<file path="src/hdl/hhjc_pkg.sv">
`default_nettype none
package hhjc_pkg;

  // Default longest key kept; longer keys are truncated
  localparam int KEY_MAX_DEF = 32;
  // Key count width covers key lengths up to 63
  localparam int KEY_CNT_W = 6;

  // Command queue between front and back
  localparam int Q_DEPTH = 4;
  localparam int Q_PTR_W = 2;
  localparam int Q_CNT_W = 3;
  // Outstanding key replays: queue depth, one executing, one in flight
  localparam int PAIR_CNT_W = 4;

  // Character codes
  localparam logic [7:0] CH_CR     = 8'h0D;
  localparam logic [7:0] CH_LF     = 8'h0A;
  localparam logic [7:0] CH_COLON  = 8'h3A;
  localparam logic [7:0] CH_QUOTE  = 8'h22;
  localparam logic [7:0] CH_COMMA  = 8'h2C;
  localparam logic [7:0] CH_LBRACE = 8'h7B;
  localparam logic [7:0] CH_RBRACE = 8'h7D;

  // Work handed from front to back
  typedef enum logic [2:0] {
    CMD_BYTE,         // emit data
    CMD_CR_BYTE,      // emit CR, then data
    CMD_PAIR,         // emit data (separator), "key":"
    CMD_CLOSE,        // emit closing brace, last
    CMD_CLOSE_EMPTY   // emit opening and closing brace, last
  } cmd_kind_t;

  typedef struct packed {
    cmd_kind_t              kind;
    logic [7:0]             data;
    logic [KEY_CNT_W-1:0]   count;
  } cmd_t;

endpackage
`default_nettype wire

</file>
<file path="src/hdl/hhjc_front.sv">
`default_nettype none
module hhjc_front #(
  parameter int KEY_MAX = hhjc_pkg::KEY_MAX_DEF
) (
  input  wire                clk,
  input  wire                rst,
  input  wire                in_valid,
  output logic               in_stall,
  input  wire  [7:0]         in_byte,
  input  wire                in_first,
  output logic               q_push,
  output hhjc_pkg::cmd_t     q_data,
  input  wire                q_full,
  input  wire                pair_done,
  output logic               wr_en,
  output logic [((KEY_MAX > 1) ? $clog2(KEY_MAX) : 1)-1:0] wr_addr,
  output logic [7:0]         wr_data
);

  localparam int IDX_W = (KEY_MAX > 1) ? $clog2(KEY_MAX) : 1;
  localparam int CW = hhjc_pkg::KEY_CNT_W;

  typedef enum logic [2:0] {
    PH_REQ, PH_REQ_CR, PH_KEY, PH_KEY_CR, PH_SKIP, PH_VAL, PH_VAL_CR, PH_DONE
  } phase_t;

  phase_t                              phase, phase_next, ph;
  logic [CW-1:0]                       key_count, key_count_next, kc;
  logic                                pair_emitted, pair_emitted_next, pe;
  logic [hhjc_pkg::PAIR_CNT_W-1:0]     pair_cnt;
  logic                                hold, room, absorb, wr_need, take, step, pair_push;

  // Effective state after an optional restart on the first byte
  always_comb begin
    ph = in_first ? PH_REQ : phase;
    kc = in_first ? '0 : key_count;
    pe = in_first ? 1'b0 : pair_emitted;
  end

  assign hold   = (pair_cnt != '0);
  assign room   = (kc < CW'(KEY_MAX));
  // CR not followed by LF inside a key: store the CR first, keep the byte
  assign absorb = (ph == PH_KEY_CR) && (in_byte != hhjc_pkg::CH_LF);
  assign wr_need = room && (absorb ||
                   ((ph == PH_KEY) && (in_byte != hhjc_pkg::CH_COLON) &&
                    (in_byte != hhjc_pkg::CH_CR)));

  // Key store is not written while a replay may still read it
  assign in_stall = q_full || absorb || (wr_need && hold);
  assign take     = in_valid && !in_stall;
  assign step     = in_valid && absorb && !(wr_need && hold);

  assign wr_en   = (take || step) && wr_need;
  assign wr_addr = kc[IDX_W-1:0];
  assign wr_data = step ? hhjc_pkg::CH_CR : in_byte;

  // Parser next state and command
  always_comb begin
    phase_next        = phase;
    key_count_next    = key_count;
    pair_emitted_next = pair_emitted;
    q_push            = 1'b0;
    q_data.kind       = hhjc_pkg::CMD_BYTE;
    q_data.data       = in_byte;
    q_data.count      = kc;
    if (step) begin
      phase_next = PH_KEY;
      if (room) key_count_next = kc + CW'(1);
    end else if (take) begin
      phase_next        = ph;
      key_count_next    = kc;
      pair_emitted_next = pe;
      unique case (ph)
        PH_REQ: begin
          if (in_byte == hhjc_pkg::CH_CR) phase_next = PH_REQ_CR;
        end
        PH_REQ_CR: begin
          if (in_byte == hhjc_pkg::CH_LF) begin
            phase_next     = PH_KEY;
            key_count_next = '0;
          end else if (in_byte != hhjc_pkg::CH_CR) begin
            phase_next = PH_REQ;
          end
        end
        PH_KEY: begin
          if (in_byte == hhjc_pkg::CH_COLON) begin
            q_push      = 1'b1;
            q_data.kind = hhjc_pkg::CMD_PAIR;
            q_data.data = pe ? hhjc_pkg::CH_COMMA : hhjc_pkg::CH_LBRACE;
            phase_next  = PH_SKIP;
          end else if (in_byte == hhjc_pkg::CH_CR) begin
            phase_next = PH_KEY_CR;
          end else if (room) begin
            key_count_next = kc + CW'(1);
          end
        end
        PH_KEY_CR: begin
          // only LF gets here; other bytes go through the absorb step
          if (kc == '0) begin
            q_push      = 1'b1;
            q_data.kind = pe ? hhjc_pkg::CMD_CLOSE : hhjc_pkg::CMD_CLOSE_EMPTY;
            phase_next  = PH_DONE;
          end else begin
            phase_next     = PH_KEY;
            key_count_next = '0;
          end
        end
        PH_SKIP: begin
          phase_next = (in_byte == hhjc_pkg::CH_CR) ? PH_VAL_CR : PH_VAL;
        end
        PH_VAL: begin
          if (in_byte == hhjc_pkg::CH_CR) phase_next = PH_VAL_CR;
          else q_push = 1'b1;
        end
        PH_VAL_CR: begin
          q_push = 1'b1;
          if (in_byte == hhjc_pkg::CH_LF) begin
            q_data.data       = hhjc_pkg::CH_QUOTE;
            pair_emitted_next = 1'b1;
            key_count_next    = '0;
            phase_next        = PH_KEY;
          end else if (in_byte == hhjc_pkg::CH_CR) begin
            q_data.data = hhjc_pkg::CH_CR;
          end else begin
            q_data.kind = hhjc_pkg::CMD_CR_BYTE;
            phase_next  = PH_VAL;
          end
        end
        PH_DONE: begin
        end
      endcase
    end
  end

  assign pair_push = q_push && (q_data.kind == hhjc_pkg::CMD_PAIR);

  // Parser state and count of key replays not yet finished
  always_ff @(posedge clk) begin
    if (rst) begin
      phase        <= PH_REQ;
      key_count    <= '0;
      pair_emitted <= 1'b0;
      pair_cnt     <= '0;
    end else begin
      phase        <= phase_next;
      key_count    <= key_count_next;
      pair_emitted <= pair_emitted_next;
      pair_cnt     <= pair_cnt + hhjc_pkg::PAIR_CNT_W'(pair_push)
                      - hhjc_pkg::PAIR_CNT_W'(pair_done);
    end
  end

endmodule
`default_nettype wire

</file>
<file path="src/hdl/hhjc_queue.sv">
`default_nettype none
module hhjc_queue (
  input  wire             clk,
  input  wire             rst,
  input  wire             push,
  input  hhjc_pkg::cmd_t  push_data,
  output logic            full,
  input  wire             pop,
  output logic            valid,
  output hhjc_pkg::cmd_t  pop_data
);

  hhjc_pkg::cmd_t                   entries [hhjc_pkg::Q_DEPTH];
  logic [hhjc_pkg::Q_PTR_W-1:0]     wr_ptr, rd_ptr;
  logic [hhjc_pkg::Q_CNT_W-1:0]     count;

  assign full     = (count == hhjc_pkg::Q_CNT_W'(hhjc_pkg::Q_DEPTH));
  assign valid    = (count != '0);
  assign pop_data = entries[rd_ptr];

  // Command storage
  always_ff @(posedge clk) begin
    if (push) entries[wr_ptr] <= push_data;
  end

  // Pointers and fill level
  always_ff @(posedge clk) begin
    if (rst) begin
      wr_ptr <= '0;
      rd_ptr <= '0;
      count  <= '0;
    end else begin
      if (push) wr_ptr <= wr_ptr + hhjc_pkg::Q_PTR_W'(1);
      if (pop)  rd_ptr <= rd_ptr + hhjc_pkg::Q_PTR_W'(1);
      count <= count + hhjc_pkg::Q_CNT_W'(push) - hhjc_pkg::Q_CNT_W'(pop);
    end
  end

endmodule
`default_nettype wire

</file>
<file path="src/hdl/hhjc_back.sv">
`default_nettype none
module hhjc_back #(
  parameter int KEY_MAX = hhjc_pkg::KEY_MAX_DEF
) (
  input  wire                clk,
  input  wire                rst,
  input  wire                q_valid,
  input  hhjc_pkg::cmd_t     q_data,
  output logic               q_pop,
  input  wire                wr_en,
  input  wire  [((KEY_MAX > 1) ? $clog2(KEY_MAX) : 1)-1:0] wr_addr,
  input  wire  [7:0]         wr_data,
  output logic               out_valid,
  input  wire                out_stall,
  output logic [7:0]         out_byte,
  output logic               out_last,
  output logic               pair_done
);

  localparam int IDX_W = (KEY_MAX > 1) ? $clog2(KEY_MAX) : 1;
  localparam int CW = hhjc_pkg::KEY_CNT_W;

  typedef enum logic [2:0] {
    B_IDLE, B_SECOND, B_QOPEN, B_FETCH, B_KEY, B_QCLOSE, B_COLON, B_QVAL
  } bstate_t;

  bstate_t          state;
  logic [7:0]       key_mem [KEY_MAX];
  logic [7:0]       rd_data;
  logic [IDX_W-1:0] idx;
  logic [CW-1:0]    cnt;
  logic [7:0]       sec_byte;
  logic             sec_last;
  logic             free;
  logic             load;

  assign free  = !out_valid || !out_stall;
  assign q_pop = (state == B_IDLE) && q_valid && free;
  // output register takes a new byte in every state except the key fetch; in idle only when a command waits
  assign load  = free && ((state == B_IDLE) ? q_valid : (state != B_FETCH));

  // Key store: written by the front, read during replay
  always_ff @(posedge clk) begin
    if (wr_en) key_mem[wr_addr] <= wr_data;
    rd_data <= key_mem[idx];
  end

  // Command sequencer and output register
  always_ff @(posedge clk) begin
    if (rst) begin
      state     <= B_IDLE;
      out_valid <= 1'b0;
      pair_done <= 1'b0;
    end else begin
      pair_done <= (state == B_QVAL) && free;
      if (free) out_valid <= load;
      unique case (state)
        B_IDLE: begin
          if (q_valid && free) begin
            unique case (q_data.kind)
              hhjc_pkg::CMD_CR_BYTE: begin
                out_byte <= hhjc_pkg::CH_CR;
                out_last <= 1'b0;
                sec_byte <= q_data.data;
                sec_last <= 1'b0;
                state    <= B_SECOND;
              end
              hhjc_pkg::CMD_PAIR: begin
                out_byte <= q_data.data;
                out_last <= 1'b0;
                cnt      <= q_data.count;
                idx      <= '0;
                state    <= B_QOPEN;
              end
              hhjc_pkg::CMD_CLOSE: begin
                out_byte <= hhjc_pkg::CH_RBRACE;
                out_last <= 1'b1;
              end
              hhjc_pkg::CMD_CLOSE_EMPTY: begin
                out_byte <= hhjc_pkg::CH_LBRACE;
                out_last <= 1'b0;
                sec_byte <= hhjc_pkg::CH_RBRACE;
                sec_last <= 1'b1;
                state    <= B_SECOND;
              end
              default: begin
                out_byte <= q_data.data;
                out_last <= 1'b0;
              end
            endcase
          end
        end
        B_SECOND: begin
          if (free) begin
            out_byte  <= sec_byte;
            out_last  <= sec_last;
            state     <= B_IDLE;
          end
        end
        B_QOPEN: begin
          if (free) begin
            out_byte  <= hhjc_pkg::CH_QUOTE;
            out_last  <= 1'b0;
            state     <= (cnt == '0) ? B_QCLOSE : B_FETCH;
          end
        end
        B_FETCH: begin
          // memory read of key byte idx completes here
          state <= B_KEY;
        end
        B_KEY: begin
          if (free) begin
            out_byte  <= rd_data;
            out_last  <= 1'b0;
            if (CW'(idx) + CW'(1) == cnt) begin
              state <= B_QCLOSE;
            end else begin
              idx   <= idx + IDX_W'(1);
              state <= B_FETCH;
            end
          end
        end
        B_QCLOSE: begin
          if (free) begin
            out_byte  <= hhjc_pkg::CH_QUOTE;
            out_last  <= 1'b0;
            state     <= B_COLON;
          end
        end
        B_COLON: begin
          if (free) begin
            out_byte  <= hhjc_pkg::CH_COLON;
            out_last  <= 1'b0;
            state     <= B_QVAL;
          end
        end
        B_QVAL: begin
          if (free) begin
            out_byte  <= hhjc_pkg::CH_QUOTE;
            out_last  <= 1'b0;
            state     <= B_IDLE;
          end
        end
      endcase
    end
  end

endmodule
`default_nettype wire

</file>
<file path="src/hdl/http_header_to_json_converter.sv">
// A value byte passes through the command queue and then the output register.
// Throughput: one request per cycle while the output is taken and the queue has room;
// a lone CR in a key stalls the input while the CR is stored, and key bytes wait while
// an earlier key replay runs. A colon replays the key (registered key store read).
// Reset: synchronous rst clears the parser, queue and output valid; the key store is
// not cleared and holds no valid data until a key is written.
`default_nettype none
module http_header_to_json_converter #(
  parameter int KEY_MAX = hhjc_pkg::KEY_MAX_DEF
) (
  input  wire        clk,
  input  wire        rst,
  input  wire        in_valid,
  output logic       in_stall,
  input  wire  [7:0] in_byte,
  input  wire        in_first,
  output logic       out_valid,
  input  wire        out_stall,
  output logic [7:0] out_byte,
  output logic       out_last
);

  localparam int IDX_W = (KEY_MAX > 1) ? $clog2(KEY_MAX) : 1;

  hhjc_pkg::cmd_t   push_data, pop_data;
  logic             q_push, q_full, q_pop, q_valid;
  logic             pair_done, wr_en;
  logic [IDX_W-1:0] wr_addr;
  logic [7:0]       wr_data;

  // Parser: classifies bytes, fills the key store, issues commands
  hhjc_front #(.KEY_MAX(KEY_MAX)) u_front (
    .clk       (clk),
    .rst       (rst),
    .in_valid  (in_valid),
    .in_stall  (in_stall),
    .in_byte   (in_byte),
    .in_first  (in_first),
    .q_push    (q_push),
    .q_data    (push_data),
    .q_full    (q_full),
    .pair_done (pair_done),
    .wr_en     (wr_en),
    .wr_addr   (wr_addr),
    .wr_data   (wr_data)
  );

  // Command queue
  hhjc_queue u_queue (
    .clk       (clk),
    .rst       (rst),
    .push      (q_push),
    .push_data (push_data),
    .full      (q_full),
    .pop       (q_pop),
    .valid     (q_valid),
    .pop_data  (pop_data)
  );

  // Emitter: expands commands into JSON text
  hhjc_back #(.KEY_MAX(KEY_MAX)) u_back (
    .clk       (clk),
    .rst       (rst),
    .q_valid   (q_valid),
    .q_data    (pop_data),
    .q_pop     (q_pop),
    .wr_en     (wr_en),
    .wr_addr   (wr_addr),
    .wr_data   (wr_data),
    .out_valid (out_valid),
    .out_stall (out_stall),
    .out_byte  (out_byte),
    .out_last  (out_last),
    .pair_done (pair_done)
  );

endmodule
`default_nettype wire

</file>
<file path="config.mk">
export PLATFORM = sky130hd
export DESIGN_NAME = http_header_to_json_converter
export DESIGN_NICKNAME = d
export VERILOG_FILES = /design/src/hdl/hhjc_pkg.sv /design/src/hdl/hhjc_front.sv /design/src/hdl/hhjc_queue.sv /design/src/hdl/hhjc_back.sv /design/src/hdl/http_header_to_json_converter.sv
export SDC_FILE = /design/constraint.sdc
export NUM_CORES = 1
export LEC_CHECK = 0
export ABC_AREA = 1
export BUFFER_PORTS_ARGS = -buffer_cell sky130_fd_sc_hd__buf_2
export CAP_MARGIN = 20
export CORE_AREA = 2 2 170 172
export DETAILED_ROUTE_END_ITERATION = 8
export DIE_AREA = 0 0 172 174
export HOLD_SLACK_MARGIN = 0.05
export PLACE_DENSITY = 0.83
export REMOVE_ABC_BUFFERS = 1
export SYNTH_ARGS = -nofsm -noshare
export SYNTH_HDL_FRONTEND = slang
export SYNTH_SLANG_ARGS = --single-unit
</file>
<file path="constraint.sdc">
create_clock -name clk -period 3.1 [get_ports clk]
set_input_delay 0.465 -clock clk [delete_from_list [all_inputs] [get_ports clk]]
set_output_delay 0.465 -clock clk [all_outputs]
set_load 0.01 [all_outputs]
</file>
Word-level counts from Yosys, hierarchy flattened:

Memory sizes are Yosys's and may differ from the RTL's. A register that Yosys moved wholly into a read port is not among the register bits.
Index checks and enable logic that the tools add are counted.

* bitwise gates (word level): 2
* add/subtract/negate cells: 9
* muxes and demuxes: 82
* magnitude comparators: 1
* reductions and logical operators: 49
* eq/ne operators: 40

Operator list (count)
* two-way mux 8 bit: 8
* two-way mux 3 bit: 21
* two-way mux 6 bit: 9
* case mux 3 bit (7 select lines): 2
* case mux 8 bit (5 select lines): 1
* case mux 8 bit (2 select lines): 2
* equality test 3 bit, second input constant: 9
* case mux 8 bit (3 select lines): 1
* two-way mux 11 bit: 2
* equality test 3 x 2 -> 1 bit, second input constant: 7
* two-way mux 5 bit: 4
* two-way mux 1 bit: 18
* != test 2 x 1 -> 1 bit, second input constant: 9
* case mux 6 bit (3 select lines): 1
* equality test 8 x 4 -> 1 bit, second input constant: 2
* != test 8 x 4 -> 1 bit, second input constant: 2
* logical AND 1 bit: 15
* AND reduction 7 bit: 2
* zero test 6 bit: 2
* two-way mux 10 bit: 1
* two-way mux 2 bit: 5
* case mux 5 bit (2 select lines): 1
* equality test 3 x 1 -> 1 bit, second input constant: 3
* case mux 3 bit (3 select lines): 1
* 35 further kinds: 55

* bits in writable memories: 324
* output and inout bits: 11
* memories: 2
* bits in registers: 55
* bits of input ports: 13

Memories
* u_back.key_mem: depth 32, width 8, rd ports 1, clocked after Yosys merged registers in 1, wr ports 1, RTL line hhjc_back.sv:28 `logic [7:0] key_mem [KEY_MAX];`
* u_queue.entries: depth 4, width 17, rd ports 1, clocked after Yosys merged registers in 1, wr ports 1, RTL line hhjc_queue.sv:13 `hhjc_pkg::cmd_t entries [hhjc_pkg::Q_DEPTH];`

Logic depth before layout (Yosys ltp):

* depth after elaboration: 16
* mapped depth: 19

By module:

From an unflattened synthesis, not the netlist that was laid out.

* cells, all modules: 1501
* area total of the unflattened synthesis: 16937.5 um^2

By module, submodules not included
* hhjc_back: area an instance 12094.1 um^2, times used 1, cells an instance 971
* hhjc_queue: area an instance 3153.0 um^2, times used 1, cells an instance 254
* hhjc_front: area an instance 1690.4 um^2, times used 1, cells an instance 276

Least setup slack after synthesis:

Ideal clock, no wire load.

* kind: input-to-reg
* from: in in_first
* to: mem u_queue.entries[0][0] in the netlist's numbering, enable pin
* setup slack: 0.499 ns
* data arrival time: 2.211 ns
* data required time: 2.709 ns
* library setup time: 0.391 ns
* cell stages on the path: 9
* path through: inv_4 > nand2_1 > ha_1 > nand3_1 > nor2_2 > nor2_1 > nand2_1 > nand4_1 > nor2_1

* cells in the longest elaborated chain, start to end: 14

Ends and longest elaborated chain
* start: declaration: RTL line http_header_to_json_converter.sv:16 `input wire in_first,`
* branches (longest 11 deep; another with < comparator 6 bit)
* two-way mux 1 bit (*): RTL line hhjc_front.sv:66 `if (step) begin`
* two-way mux 1 bit (*): RTL line hhjc_queue.sv:23 `if (push) entries[wr_ptr] <= push_data;`
* two-way mux 1 bit (not written as such) (*): RTL line hhjc_queue.sv:23
* end: declaration: RTL line hhjc_queue.sv:13

Mark *: on every way between the ends.

==> flow_metrics.env <==
export IMPL_synth_edf_count=353
export IMPL_syn_instance_count=1464
export IMPL_ant_nets=0
export IMPL_endpoint_kind="register"
export IMPL_cts_hold_buf=0
export IMPL_drt_total_wl_um=41100
export IMPL_die_area_um2=29900
export IMPL_first_pass_iters=7
export IMPL_cp_common_cell="inv_1"
export IMPL_power_leakage_nw=6.74
export IMPL_dieHeight_um=174
export IMPL_power_total_mw=13.2
export IMPL_hp_class="input port to register"
export IMPL_finalHoldViolCount=0
export IMPL_async_reset_ff_frac=0
export IMPL_start_util=0.586
export IMPL_comb_power_share=0.210
export IMPL_vias_per_cell=6.17
export IMPL_outcome="completed"
export IMPL_diodes=0
export IMPL_critPathMaxFanout=10
export IMPL_fmaxAchievable_mhz=359
export IMPL_netlist_area_um2=16500
export IMPL_hold_path_depth=1
export IMPL_period_share=0.898
export IMPL_power_density_nw_per_um2=710
export IMPL_clockBufferDepth=3
export IMPL_route_vias_total=12000
export IMPL_internal_power_mw=9.25
export IMPL_synth_seq_cells=389
export IMPL_post_place_ws_ns=0.118
export IMPL_maxCapViolCount=0
export IMPL_cp_num_cells=13
export IMPL_syn_area_per_cell_um2=11.3
export IMPL_finalSetupViolCount=0
export IMPL_cts_sink_count=389
export IMPL_path_clk_slew_ns=0.07
export IMPL_final_cell_mix="edfxtp_1, nor2_1, nand2_1"
export IMPL_peakVddDrop_mv=0.368
export IMPL_yosys_warnings=0
export IMPL_final_cells=1949
export IMPL_busiest_layer="met2"
export IMPL_drc=0
export IMPL_dp_cells=1880
export IMPL_critPathRequiredTime_ns=3.56
export IMPL_utilization=0.659
export IMPL_antenna_found_initial=0
export IMPL_drt_initial_drc_count=1860
export IMPL_clk_latency_ns=0.53
export IMPL_std_cell_rows=62
export IMPL_timing_rr_start="u_front.key_count[2]"
export IMPL_core_area_um2=28200
export IMPL_cts_tree="yes"
export IMPL_root_buffer="clkbuf_16"
export IMPL_fp_dieW_um=172
export IMPL_p_sw_mw=3.98
export IMPL_grt_pass1_wl_um=63900
export IMPL_grt_pass1_vias=11900
export IMPL_cp_arrival_ns=3.24
export IMPL_cts_buffers=38
export IMPL_power_frac_clock=0.324
export IMPL_finalWorstSetupSlack_ns=0.317
export IMPL_min_period_ns=2.78
export IMPL_fillers=1996
export IMPL_dp_hpwl_um=25200
export IMPL_ys_flop_type="edfxtp_1"
export IMPL_wl_per_cell_um=21.1
export IMPL_ys_seq_area_frac=0.684
export IMPL_slew_viol_final=0
export IMPL_crit_path_cell_trace="inv_1, nor2_2, inv_1, nand3_2, nor2_2, nor2_1, nand2_1, inv_1, nor2_4, ha_1, fa_1, or2_2, a21oi_1"
export IMPL_grt_overflow=0
export IMPL_seq_power_share=0.466
export IMPL_portBuffers=23
export IMPL_cp_buffers_inverters=3
export IMPL_skew_ns=0.0236
export IMPL_io_pins=24
export IMPL_crit_path_start="u_front.key_count[2]"
export IMPL_htree_levels=2
export IMPL_grt_usage=0.280
export IMPL_layout_drive_gt1_share=0.125
export IMPL_grt_setup_unrepaired="no"
export IMPL_met2_usage=0.463
export IMPL_met1_usage=0.368
export IMPL_min_delay_start="in_byte[7]"
export IMPL_tightest_slew_ns=0.830
export IMPL_area_delta_synth_final_pct=12.6
export IMPL_hold_ws_ns=0.239
export IMPL_post_cts_buffers=0
export IMPL_use_met3=0.0460
export IMPL_max_stage_delay_ns=0.41
export IMPL_crit_type="register to register"
export IMPL_critPathTopFamily="simple AND/OR/NAND/NOR gates"
export IMPL_final_common_cell="edfxtp_1"
export IMPL_relSlewSlack=0.442
export IMPL_finalWeightedCongestion=0.943
export IMPL_p_sw_frac=0.301
export IMPL_critPathLaunchType="register"
export IMPL_worst_r2r_path_depth=13
export IMPL_nets=1568
export IMPL_grt_max_degree=92
export IMPL_ys_types=42
export IMPL_cts_resized=0
export IMPL_cp_slowest_cell="fa_1"
layer usage:
layer / wire length (um) / share of wire
met5: 0 / 0
met4: 1760 / 0.043
met3: 4060 / 0.099
met2: 20300 / 0.49
met1: 15000 / 0.36
power by group through the flow:
stage / logic [mW] / registers [mW] / clock network, mW
3_5_place_dp: 2.69 / 6.27 / 0
5_1_grt: 3.06 / 6.18 / 4.51
3_3_place_gp: 2.57 / 6.26 / 0
4_1_cts: 2.73 / 6.16 / 4.31
2_1_floorplan: 1.61 / 6.36 / 0
6_report: 2.78 / 6.16 / 4.28
registers in the layout, summed over array words and instances, names as in the netlist, 4 cells and up, named ones only:
name	count
u_back.rd_data	8
u_back.cnt	6
u_back.key_mem	256
u_back.out_byte	8
u_back.sec_byte	8
u_back.idx	5
u_queue.entries	68
u_front.pair_cnt	4
u_front.key_count	6
path summary, 6_finish.rpt:
kind	slack [ns]	endpoint
hold reg to reg	0.47	u_queue.rd_ptr[1]
hold / removal	0.24	u_queue.entries[0][13]
setup reg to reg	0.32	u_queue.count[2]
setup / recovery	0.32	u_queue.count[2]
logic make-up after synthesis:
logic type | Yosys count | synth area share
and+or+nand+nor | 554 | 0.144
buffers and inverters | 164 | 0.0381
adders and majority gates | 19 | 0.0153
AOI/OAI and AO/OA | 332 | 0.115
DFF | 389 | 0.684
xor gates and xnor gates | 6 | 0.00318
layout make-up:
type | count | area, um^2 | area share
sequential | 389 | 11300 | 0.608
multi-input combinational | 911 | 4600 | 0.247
clock buffer | 48 | 988 | 0.0531
timing repair buffer | 95 | 693 | 0.0372
tap | 384 | 480 | 0.0258
inverter | 101 | 387 | 0.0208
clock inverter | 21 | 148 | 0.00793
through the flow:
| stage | TNS, ns | area, um^2 |
|---|---|---|
| 2_1_floorplan | -18.07 | 16300 |
| 3_3_place_gp | 0 | 17500 |
| 3_5_place_dp | 0 | 17500 |
| 4_1_cts | 0 | 18600 |
| 5_1_grt | 0 | 18600 |
| 6_report | 0 | 18600 |
synthesized netlist by cell type (all sizes together), types with 4 or more instances:
master,count,area [um^2]
edfxtp,353,10600
nor2,276,1090
nand2,205,862
o21ai,173,866
inv,98,375
o22ai,74,463
clkbuf,58,218
nand3,43,245
a21oi,40,200
dfxtp,36,721
o221ai,26,228
ha,17,213
nand4,10,62.6
nor3,10,50.1
or2,6,37.5
buf,5,25.0
o211ai,5,37.5
a31oi,4,25.0
xor2,4,35.0
Power figures use the tool's default switching activity.
